===== src/xrg_pkg.sv =====
// ----------------------------------------------------------------------------
// xrg_pkg: shared types and constants of the xorshift32 range generator
// Word widths, shift amounts, the reset seed, the payload structs and the
// control/status structs between the sequencer and the modulo unit.
// ----------------------------------------------------------------------------
package xrg_pkg;

   localparam int WordWidth = 32;
   localparam int SpanWidth = WordWidth + 1;
   localparam int CountWidth = $clog2(WordWidth);

   localparam int ShiftA = 13;
   localparam int ShiftB = 17;
   localparam int ShiftC = 5;

   localparam logic [WordWidth-1:0] ResetSeed = 32'd42;

   typedef struct packed {
      logic signed [WordWidth-1:0] range_low;
      logic signed [WordWidth-1:0] range_high;
   } req_type;

   typedef struct packed {
      logic        [WordWidth-1:0] raw_word;
      logic signed [WordWidth-1:0] ranged_value;
      logic                        range_error;
   } rsp_type;

   typedef struct packed {
      logic                 start;
      logic [WordWidth-1:0] dividend;
      logic [SpanWidth-1:0] divisor;
   } div_ctl_type;

   typedef struct packed {
      logic                 busy;
      logic                 done;
      logic [SpanWidth-1:0] remainder;
   } div_stat_type;

   function automatic logic [WordWidth-1:0] advance_word(input logic [WordWidth-1:0] w);
      logic [WordWidth-1:0] t;
      t = w ^ (w << ShiftA);
      t = t ^ (t >> ShiftB);
      t = t ^ (t << ShiftC);
      return t;
   endfunction

endpackage


===== src/xrg_mod_unit.sv =====
// ----------------------------------------------------------------------------
// xrg_mod_unit: radix-2 restoring modulo unit
// Reduces a 32-bit magnitude modulo a 33-bit span, one dividend bit per
// cycle through a single shared subtract-and-compare stage.
// ----------------------------------------------------------------------------
module xrg_mod_unit (
   input  logic                  clock,
   input  logic                  reset,
   input  xrg_pkg::div_ctl_type  ctl,
   output xrg_pkg::div_stat_type stat
);

   logic [xrg_pkg::SpanWidth-1:0]  rem_ff, rem_in;
   logic [xrg_pkg::WordWidth-1:0]  dvd_ff, dvd_in;
   logic [xrg_pkg::SpanWidth-1:0]  dvs_ff, dvs_in;
   logic [xrg_pkg::CountWidth-1:0] cnt_ff, cnt_in;
   logic                           busy_ff, busy_in;
   logic                           done_ff, done_in;

   logic [xrg_pkg::SpanWidth:0] trial;
   logic [xrg_pkg::SpanWidth:0] diff;

   localparam logic [xrg_pkg::CountWidth-1:0] LastCount =
      xrg_pkg::CountWidth'(xrg_pkg::WordWidth - 1);

   // shift in the next dividend bit, keep the difference if it did not go negative
   assign trial = {rem_ff, dvd_ff[xrg_pkg::WordWidth-1]};
   assign diff  = trial - {1'b0, dvs_ff};

   always_comb begin
      rem_in  = rem_ff;
      dvd_in  = dvd_ff;
      dvs_in  = dvs_ff;
      cnt_in  = cnt_ff;
      busy_in = busy_ff;
      done_in = 1'b0;
      if (ctl.start) begin
         rem_in  = '0;
         dvd_in  = ctl.dividend;
         dvs_in  = ctl.divisor;
         cnt_in  = '0;
         busy_in = 1'b1;
      end else if (busy_ff) begin
         rem_in = diff[xrg_pkg::SpanWidth] ? trial[xrg_pkg::SpanWidth-1:0]
                                           : diff[xrg_pkg::SpanWidth-1:0];
         dvd_in = {dvd_ff[xrg_pkg::WordWidth-2:0], 1'b0};
         cnt_in = cnt_ff + 1'b1;
         if (cnt_ff == LastCount) begin
            busy_in = 1'b0;
            done_in = 1'b1;
         end
      end
   end

   always_ff @(posedge clock) begin
      if (reset) begin
         busy_ff <= 1'b0;
         done_ff <= 1'b0;
         cnt_ff  <= '0;
      end else begin
         busy_ff <= busy_in;
         done_ff <= done_in;
         cnt_ff  <= cnt_in;
      end
      rem_ff <= rem_in;
      dvd_ff <= dvd_in;
      dvs_ff <= dvs_in;
   end

   assign stat.busy      = busy_ff;
   assign stat.done      = done_ff;
   assign stat.remainder = rem_ff;

endmodule


===== src/xorshift32_range_generator_unit.sv =====
// Each request word is accepted in idle, passes a set-up state and the 32-step
// modulo unit, and is handed off from the done state to the response register
// once it is free; no new request is taken until the sequencer is idle again.
// Reset (synchronous, active high) loads the generator word with 42 and
// empties the sequencer and the response register.
// ----------------------------------------------------------------------------
// xorshift32_range_generator_unit: xorshift32 generator with range folding
// Advances the generator word on each request, returns it raw and reduced
// into [range_low, range_high]; a seed write reloads the generator word.
// ----------------------------------------------------------------------------
module xorshift32_range_generator_unit (
   input  logic                               clock,
   input  logic                               reset,
   input  logic                               req_valid,
   output logic                               req_stall,
   input  xrg_pkg::req_type                   req_data,
   output logic                               rsp_valid,
   input  logic                               rsp_stall,
   output xrg_pkg::rsp_type                   rsp_data,
   input  logic                               csr_valid,
   output logic                               csr_ready,
   input  logic [xrg_pkg::WordWidth-1:0]      csr_data
);

   typedef enum logic [3:0] {
      ST_IDLE   = 4'b0001,
      ST_SETUP  = 4'b0010,
      ST_DIVIDE = 4'b0100,
      ST_DONE   = 4'b1000
   } state_type;

   state_type state_ff, state_in;

   logic [xrg_pkg::WordWidth-1:0]        word_ff, word_in;
   logic signed [xrg_pkg::WordWidth-1:0] lo_ff, lo_in;
   logic signed [xrg_pkg::WordWidth-1:0] hi_ff, hi_in;
   logic                                 err_ff, err_in;
   logic                                 rsp_valid_ff, rsp_valid_in;
   xrg_pkg::rsp_type                     rsp_ff, rsp_in;

   logic                          req_accept;
   logic                          csr_write;
   logic                          out_free;
   logic [xrg_pkg::SpanWidth:0]   diff_wide;
   logic [xrg_pkg::SpanWidth-1:0] span;
   logic [xrg_pkg::WordWidth-1:0] mag;

   xrg_pkg::div_ctl_type  div_ctl;
   xrg_pkg::div_stat_type div_stat;

   xrg_mod_unit u_mod (
      .clock (clock),
      .reset (reset),
      .ctl   (div_ctl),
      .stat  (div_stat)
   );

   // hold off requests while a seed write is pending so the write lands first
   assign req_stall  = (state_ff != ST_IDLE) || csr_valid;
   assign csr_ready  = (state_ff == ST_IDLE);
   assign req_accept = req_valid && !req_stall;
   assign csr_write  = csr_valid && csr_ready;
   assign out_free   = !rsp_valid_ff || !rsp_stall;

   // span at 33 bits covers the full signed range
   assign diff_wide = {{2{hi_ff[xrg_pkg::WordWidth-1]}}, hi_ff}
                    - {{2{lo_ff[xrg_pkg::WordWidth-1]}}, lo_ff};
   assign span      = diff_wide[xrg_pkg::SpanWidth-1:0] + 1'b1;
   // two's complement of the most negative word reads as 2^31 unsigned
   assign mag       = word_ff[xrg_pkg::WordWidth-1] ? (~word_ff + 1'b1) : word_ff;

   assign div_ctl.start    = (state_ff == ST_SETUP);
   assign div_ctl.dividend = mag;
   assign div_ctl.divisor  = span;

   always_comb begin
      state_in     = state_ff;
      word_in      = word_ff;
      lo_in        = lo_ff;
      hi_in        = hi_ff;
      err_in       = err_ff;
      rsp_valid_in = rsp_valid_ff && rsp_stall;
      rsp_in       = rsp_ff;
      unique case (state_ff)
         ST_IDLE: begin
            if (csr_write) begin
               word_in = csr_data;
            end else if (req_accept) begin
               word_in  = xrg_pkg::advance_word(word_ff);
               lo_in    = req_data.range_low;
               hi_in    = req_data.range_high;
               state_in = ST_SETUP;
            end
         end
         ST_SETUP: begin
            err_in   = (hi_ff < lo_ff);
            state_in = ST_DIVIDE;
         end
         ST_DIVIDE: begin
            if (div_stat.done) begin
               state_in = ST_DONE;
            end
         end
         ST_DONE: begin
            if (out_free) begin
               rsp_in.raw_word     = word_ff;
               rsp_in.range_error  = err_ff;
               rsp_in.ranged_value = err_ff ? lo_ff
                  : $signed(div_stat.remainder[xrg_pkg::WordWidth-1:0] + lo_ff);
               rsp_valid_in        = 1'b1;
               state_in            = ST_IDLE;
            end
         end
         default: begin
            state_in = ST_IDLE;
         end
      endcase
   end

   always_ff @(posedge clock) begin
      if (reset) begin
         state_ff     <= ST_IDLE;
         word_ff      <= xrg_pkg::ResetSeed;
         rsp_valid_ff <= 1'b0;
      end else begin
         state_ff     <= state_in;
         word_ff      <= word_in;
         rsp_valid_ff <= rsp_valid_in;
      end
      lo_ff  <= lo_in;
      hi_ff  <= hi_in;
      err_ff <= err_in;
      rsp_ff <= rsp_in;
   end

   assign rsp_valid = rsp_valid_ff;
   assign rsp_data  = rsp_ff;

`ifndef SYNTH
   a_accept_to_setup: assert property (@(posedge clock) disable iff (reset)
      req_accept |=> state_ff == ST_SETUP)
      else $error("accepted request did not enter set-up");

   a_done_in_divide: assert property (@(posedge clock) disable iff (reset)
      div_stat.done |-> state_ff == ST_DIVIDE)
      else $error("modulo unit finished outside the divide state");

   a_rsp_from_done: assert property (@(posedge clock) disable iff (reset)
      $rose(rsp_valid_ff) |-> $past(state_ff == ST_DONE))
      else $error("response word appeared without a finished item");

   a_unit_busy_divide: assert property (@(posedge clock) disable iff (reset)
      div_stat.busy |-> state_ff == ST_DIVIDE)
      else $error("modulo unit busy outside the divide state");
`endif

endmodule


===== config.mk =====
export PLATFORM = sky130hd
export DESIGN_NAME = xorshift32_range_generator_unit
export DESIGN_NICKNAME = d
export VERILOG_FILES = /design/src/xrg_pkg.sv /design/src/xrg_mod_unit.sv /design/src/xorshift32_range_generator_unit.sv
export SDC_FILE = /design/constraint.sdc
export NUM_CORES = 1
export LEC_CHECK = 0
export ABC_AREA = 1
export BUFFER_PORTS_ARGS = -buffer_cell sky130_fd_sc_hd__buf_2
export CAP_MARGIN = 5
export CELL_PAD_IN_SITES_DETAIL_PLACEMENT = 0
export CELL_PAD_IN_SITES_GLOBAL_PLACEMENT = 1
export CORE_ASPECT_RATIO = 1.2
export CORE_MARGIN = 1
export CORE_UTILIZATION = 36
export DETAILED_ROUTE_END_ITERATION = 12
export GPL_ROUTABILITY_DRIVEN = 0
export PLACE_DENSITY = 0.75
export SLEW_MARGIN = 20
export SYNTH_ARGS = -nofsm -noshare
export SYNTH_HDL_FRONTEND = slang
export SYNTH_HIERARCHICAL = 1
export SYNTH_SLANG_ARGS = --single-unit

===== constraint.sdc =====
create_clock -name clock -period 11 [get_ports clock]
set_input_delay 1.1 -clock clock [delete_from_list [all_inputs] [get_ports clock]]
set_output_delay 1.1 -clock clock [all_outputs]
set_load 0.01 [all_outputs]

Word level (Yosys, flattened, before mapping)

Index checks and enable logic that the tools add are counted.

Output and inout port bits: 68
Flip-flop bits (word level): 272

Mux-type cells: 18
Equality and inequality tests: 10
Magnitude comparators: 1
Reduce and logical (&&, ||, !) cells: 16
Bitwise operators: 6
$add $sub $neg: 6

Operator list:

| kind                                           | count |
|---|---|
| 2-to-1 mux 32 bit                              | 6 |
| XOR 32 bit                                     | 2 |
| subtractor 34 x 33 -> 34 bit                   | 1 |
| adder 33 x 1 -> 33 bit (second input constant) | 1 |
| 2-to-1 mux 33 bit                              | 1 |
| subtractor 32 x 32 -> 33 bit                   | 1 |
| adder 32 x 1 -> 32 bit (second input constant) | 1 |
| adder 32 bit                                   | 1 |
| < comparator 32 bit                            | 1 |
| inverter 32 bit                                | 1 |
| XOR 32 x 15 -> 32 bit                          | 1 |
| 2-to-1 mux 4 bit                               | 4 |
| one-hot mux 4 bit (4 select lines)             | 1 |
| 2-to-1 mux 1 bit                               | 6 |
| adder 5 x 1 -> 5 bit (second input constant)   | 1 |
| == test 5 bit (second input constant)          | 1 |
| == test 4 x 1 -> 1 bit (second input constant) | 1 |
| == test 4 x 2 -> 1 bit (second input constant) | 1 |
| == test 4 x 3 -> 1 bit (second input constant) | 1 |
| == test 4 bit (second input constant)          | 1 |
| != test 2 x 1 -> 1 bit (second input constant) | 2 |
| != test 2 bit (second input constant)          | 2 |
| != test 4 x 1 -> 1 bit (second input constant) | 1 |
| AND reduction 2 bit                            | 2 |
| other kinds (9)                                | 16 |

Logic depth before layout (Yosys ltp)

Word-level depth: 7
Gate-level depth with buffers: 18

Cells and area by module

The synthesis kept the hierarchy.

By module, submodules not included:

| module                          | seq. area each (um^2) | cells an instance | times used | area each (um^2) |
|---|---|---|---|---|
| xorshift32_range_generator_unit | 4644.5                | 1819              | 1          | 13276.5 |
| xrg_mod_unit                    | 2752.6                | 1058              | 1          | 7303.3 |

Worst setup path after synthesis

Ideal clock, no wire load.

Kind: flip-flop to flip-flop
Start point: reg state_ff[3]
End point: reg u_mod/dvd_ff[0] (netlist name), enable pin
Buffers on the path: 2
Setup time: 0.387 ns
Arrival time: 4.358 ns
Cell stages (with the launch flop): 8
Period minus slack after synthesis: 4.745 ns
Setup slack: 6.255 ns
Data required time: 10.613 ns
Cells stage by stage: dfxtp_1 nor2_4 inv_1 nor3_1 clkbuf_1 nor2_1 clkbuf_1 inv_1

RTL lines:

| item                   | line                                   | source |
|---|---|---|
| start, declared        | xorshift32_range_generator_unit.sv:32  | `state_type state_ff, state_in;` |
| start signal, assigned | xorshift32_range_generator_unit.sv:126 | `state_ff <= state_in;` |
| end signal, assigned   | xrg_mod_unit.sv:66                     | `dvd_ff <= dvd_in;` |
| end, declared          | xrg_mod_unit.sv:14                     | `logic [xrg_pkg::WordWidth-1:0] dvd_ff, dvd_in;` |

Worst setup path in the final report

Start point: in csr_valid
End point: out req_stall

Longest elaborated chain between the ends: 1

Ends and longest elaborated chain:

| item             | line                                  | source |
|---|---|---|
| start, declared  | xorshift32_range_generator_unit.sv:20 | `input logic csr_valid,` |
| logical OR 1 bit | xorshift32_range_generator_unit.sv:59 | `assign req_stall = (state_ff != ST_IDLE) \|\| csr_valid;` |
| end, declared    | xorshift32_range_generator_unit.sv:15 | `output logic req_stall,` |

Every way passes these cells.

==> flow_metrics.tcl <==
set metrics [dict create \
    path_clk_slew_ns 0.06 \
    drt_iter0_drc 942 \
    fillers 5827 \
    power.share.sequential_pct 41.2 \
    vias_per_cell 4.86 \
    violations "DRC" \
    cts_resized 0 \
    routed_wl_um 64400 \
    crit_family "buffers and inverters" \
    die_w_um 220 \
    crit_fanout 18 \
    min_period_over_period_pct 27.6 \
    numCtsBuffers 30 \
    root_buffer "clkbuf_16" \
    rsz0062_at_grt "false" \
    clock-sinks 272 \
    setup_slack_ns 7.96 \
    io_buffers 168 \
    max_stage_delay_ns 0.49 \
    crit_path_frequent_cell "buf_2" \
    status "finished, violations left" \
    p_sw_mw 1.00 \
    powerDensity_nw_per_um2 131 \
    hold_buffers 0 \
    hold_class "reg -> reg" \
    ant_nets 0 \
    crit_arrival_ns 1.94 \
    intPower_mw 2.03 \
    pin_count 169 \
    insertion_delay_ns 0.58 \
    skew_ns 0.0164 \
    clkPwrFrac_pct 34.9 \
    drv_slew 0 \
    busiest_layer "met2" \
    p_leak_nw 11.9 \
    post-route-min-period_ns 3.04 \
    required_ns 9.90 \
    slowest_stage "inv_1" \
    syn_area_per_cell_um2 7.15 \
    h-tree-depth 1 \
    dp_slack_ns 7.47 \
    start_kind "input pin" \
    synth_nets 3123 \
    use_met1_pct 27.0 \
    syn_inst 2876 \
    drive_above_1_share_pct 11.6 \
    area_delta_synth_final_pct 12.2 \
    start_util_pct 36.6 \
    crit_chain "buf_2, inv_1, nand2_1, buf_2" \
    dieHeight_um 264 \
    fmax_mhz 329 \
    dr.pass1.iters 9 \
    syn-cell-area_um2 20600 \
    grt.overflow.total 0 \
    diodes 0 \
    antenna_found_initial 0 \
    maxCapViolCount 0 \
    post-route-util_pct 41.1 \
    slew_headroom_pct 34.3 \
    dp_hpwl_um 52000 \
    crit_buf_inv 3 \
    post_cts_buffers 0 \
    grt_usage_pct 22.2 \
    nets 3276 \
    comb_power_share_pct 23.9 \
    switching_share_pct 33.0 \
    clockBufferDepth 3 \
    grt_pass1_wl_um 99700 \
    hold_viol 0 \
    dieArea_um2 58100 \
    worst_slew_pin_slew_ns 0.985 \
    grt_max_degree 72 \
    peakVddDrop_v 0.000140 \
    ys_warn_count 6 \
    grtUsageMet2_pct 40.1 \
    cts_tree "yes" \
    setup_viol 0 \
    critPathCaptureType "output pin" \
    route.detailed.drc 2 \
    avgRoutedWirePerCell_um 17.0 \
    crit_type "in -> out" \
    grt_pass1_vias 18287 \
    total_power_mw 3.03 \
    grt_util_met3_pct 2.07 \
    num_vias 18378 \
    core_area_um2 56200 \
    row_count 95 \
    fin_setup_tns_ns 0 \
]
==> metal layers <==
| metal | vias to the layer above | wire length (µm) |
|---|---|---|
| li1 | 9295 | - |
| met5 | - | 0 |
| met3 | 105 | 2700 |
| met2 | 442 | 32300 |
| met4 | 0 | 2240 |
| met1 | 8536 | 27200 |
==> worst reg2reg max path: stages (launching register included) <==
cell	delay, ns
edfxtp_1	0.44
inv_1	0.10
ha_1	0.31
inv_1	0.04
ha_1	0.20
fa_1	0.42
nand3_1	0.10
nand2_1	0.18
nand2_1	0.12
nand2_1	0.14
nand2_1	0.12
nand2_1	0.15
nand2_1	0.15
nand2_1	0.06
nand2_1	0.06
nand2_1	0.05
==> power by group through the flow <==
stage               clock network [mW]  registers [mW]  logic [mW]
floorplan                            0            1.22       0.561
global placement                     0            1.27       0.708
detailed placement                   0            1.27       0.719
CTS                               1.09            1.25       0.723
global route                      1.12            1.25       0.812
finish                            1.06            1.25       0.722
==> layout by cell type, fill, tap and decap left out, types with 8 or more instances in the layout <==
| cell type | count |
|---|---|
| clkbuf_16 | 33 |
| buf_2 | 168 |
| or2_2 | 17 |
| nor3_1 | 20 |
| o21bai_1 | 12 |
| fa_1 | 16 |
| o21ai_1 | 22 |
| dfxtp_1 | 77 |
| nand4_1 | 22 |
| edfxtp_1 | 195 |
| ha_1 | 130 |
| nand2_1 | 985 |
| xnor2_2 | 8 |
| nor2_4 | 8 |
| nand2_2 | 33 |
| nand3_2 | 18 |
| o21ai_0 | 83 |
| inv_2 | 8 |
| xor2_1 | 61 |
| inv_1 | 534 |
| a21oi_1 | 105 |
| xnor2_1 | 40 |
| nor2_1 | 174 |
| nand3b_1 | 10 |
| nand3_1 | 179 |
| nor2_2 | 12 |
==> sequential cells by signal (all words and copies together), names as in the netlist <==
signal         count
u_mod/dvs_ff      33
err_ff             1
u_mod/rem_ff      33
u_mod/done_ff      1
word_ff           32
u_mod/busy_ff      1
rsp_valid          1
hi_ff             32
lo_ff             32
rsp_data          65
u_mod/cnt_ff       5
u_mod/dvd_ff      32
state_ff           4
==> metrics by stage <==
| stage | hold WS, ns | cell area (µm²) | std cells |
|---|---|---|---|
| final | 0.464 | 23100 | 3780 |
| after global routing | 0.492 | 23100 | 3780 |
| after CTS | 0.460 | 23100 | 3780 |
| after detailed placement | 0.447 | 22100 | 3724 |
| after global placement | 0.429 | 22100 | 3724 |
| after floorplan | 0.403 | 20600 | 2876 |
==> final timing paths <==
kind                                      start               end  slack (ns)  cells past startpoint
worst max-delay path                  csr_valid         req_stall        7.96                      4
worst max register to register         lo_ff[1]  u_mod/dvs_ff[27]        8.12                     15
worst min-delay path            u_mod/cnt_ff[3]   u_mod/cnt_ff[3]        0.46                      1
worst min register to register  u_mod/cnt_ff[3]   u_mod/cnt_ff[3]        0.46                      1
==> final cells by class <==
cell class / instances / area [µm²] / area share [%]
inverter: 546 / 2060 / 8.91
clock buffer: 37 / 861 / 3.73
sequential: 272 / 7400 / 32.0
clock inverter: 19 / 179 / 0.775
tap: 727 / 910 / 3.94
timing repair buffer: 175 / 893 / 3.87
multi-input combinational: 2004 / 10800 / 46.7
Note: power is estimated with default switching activity, not from simulation.
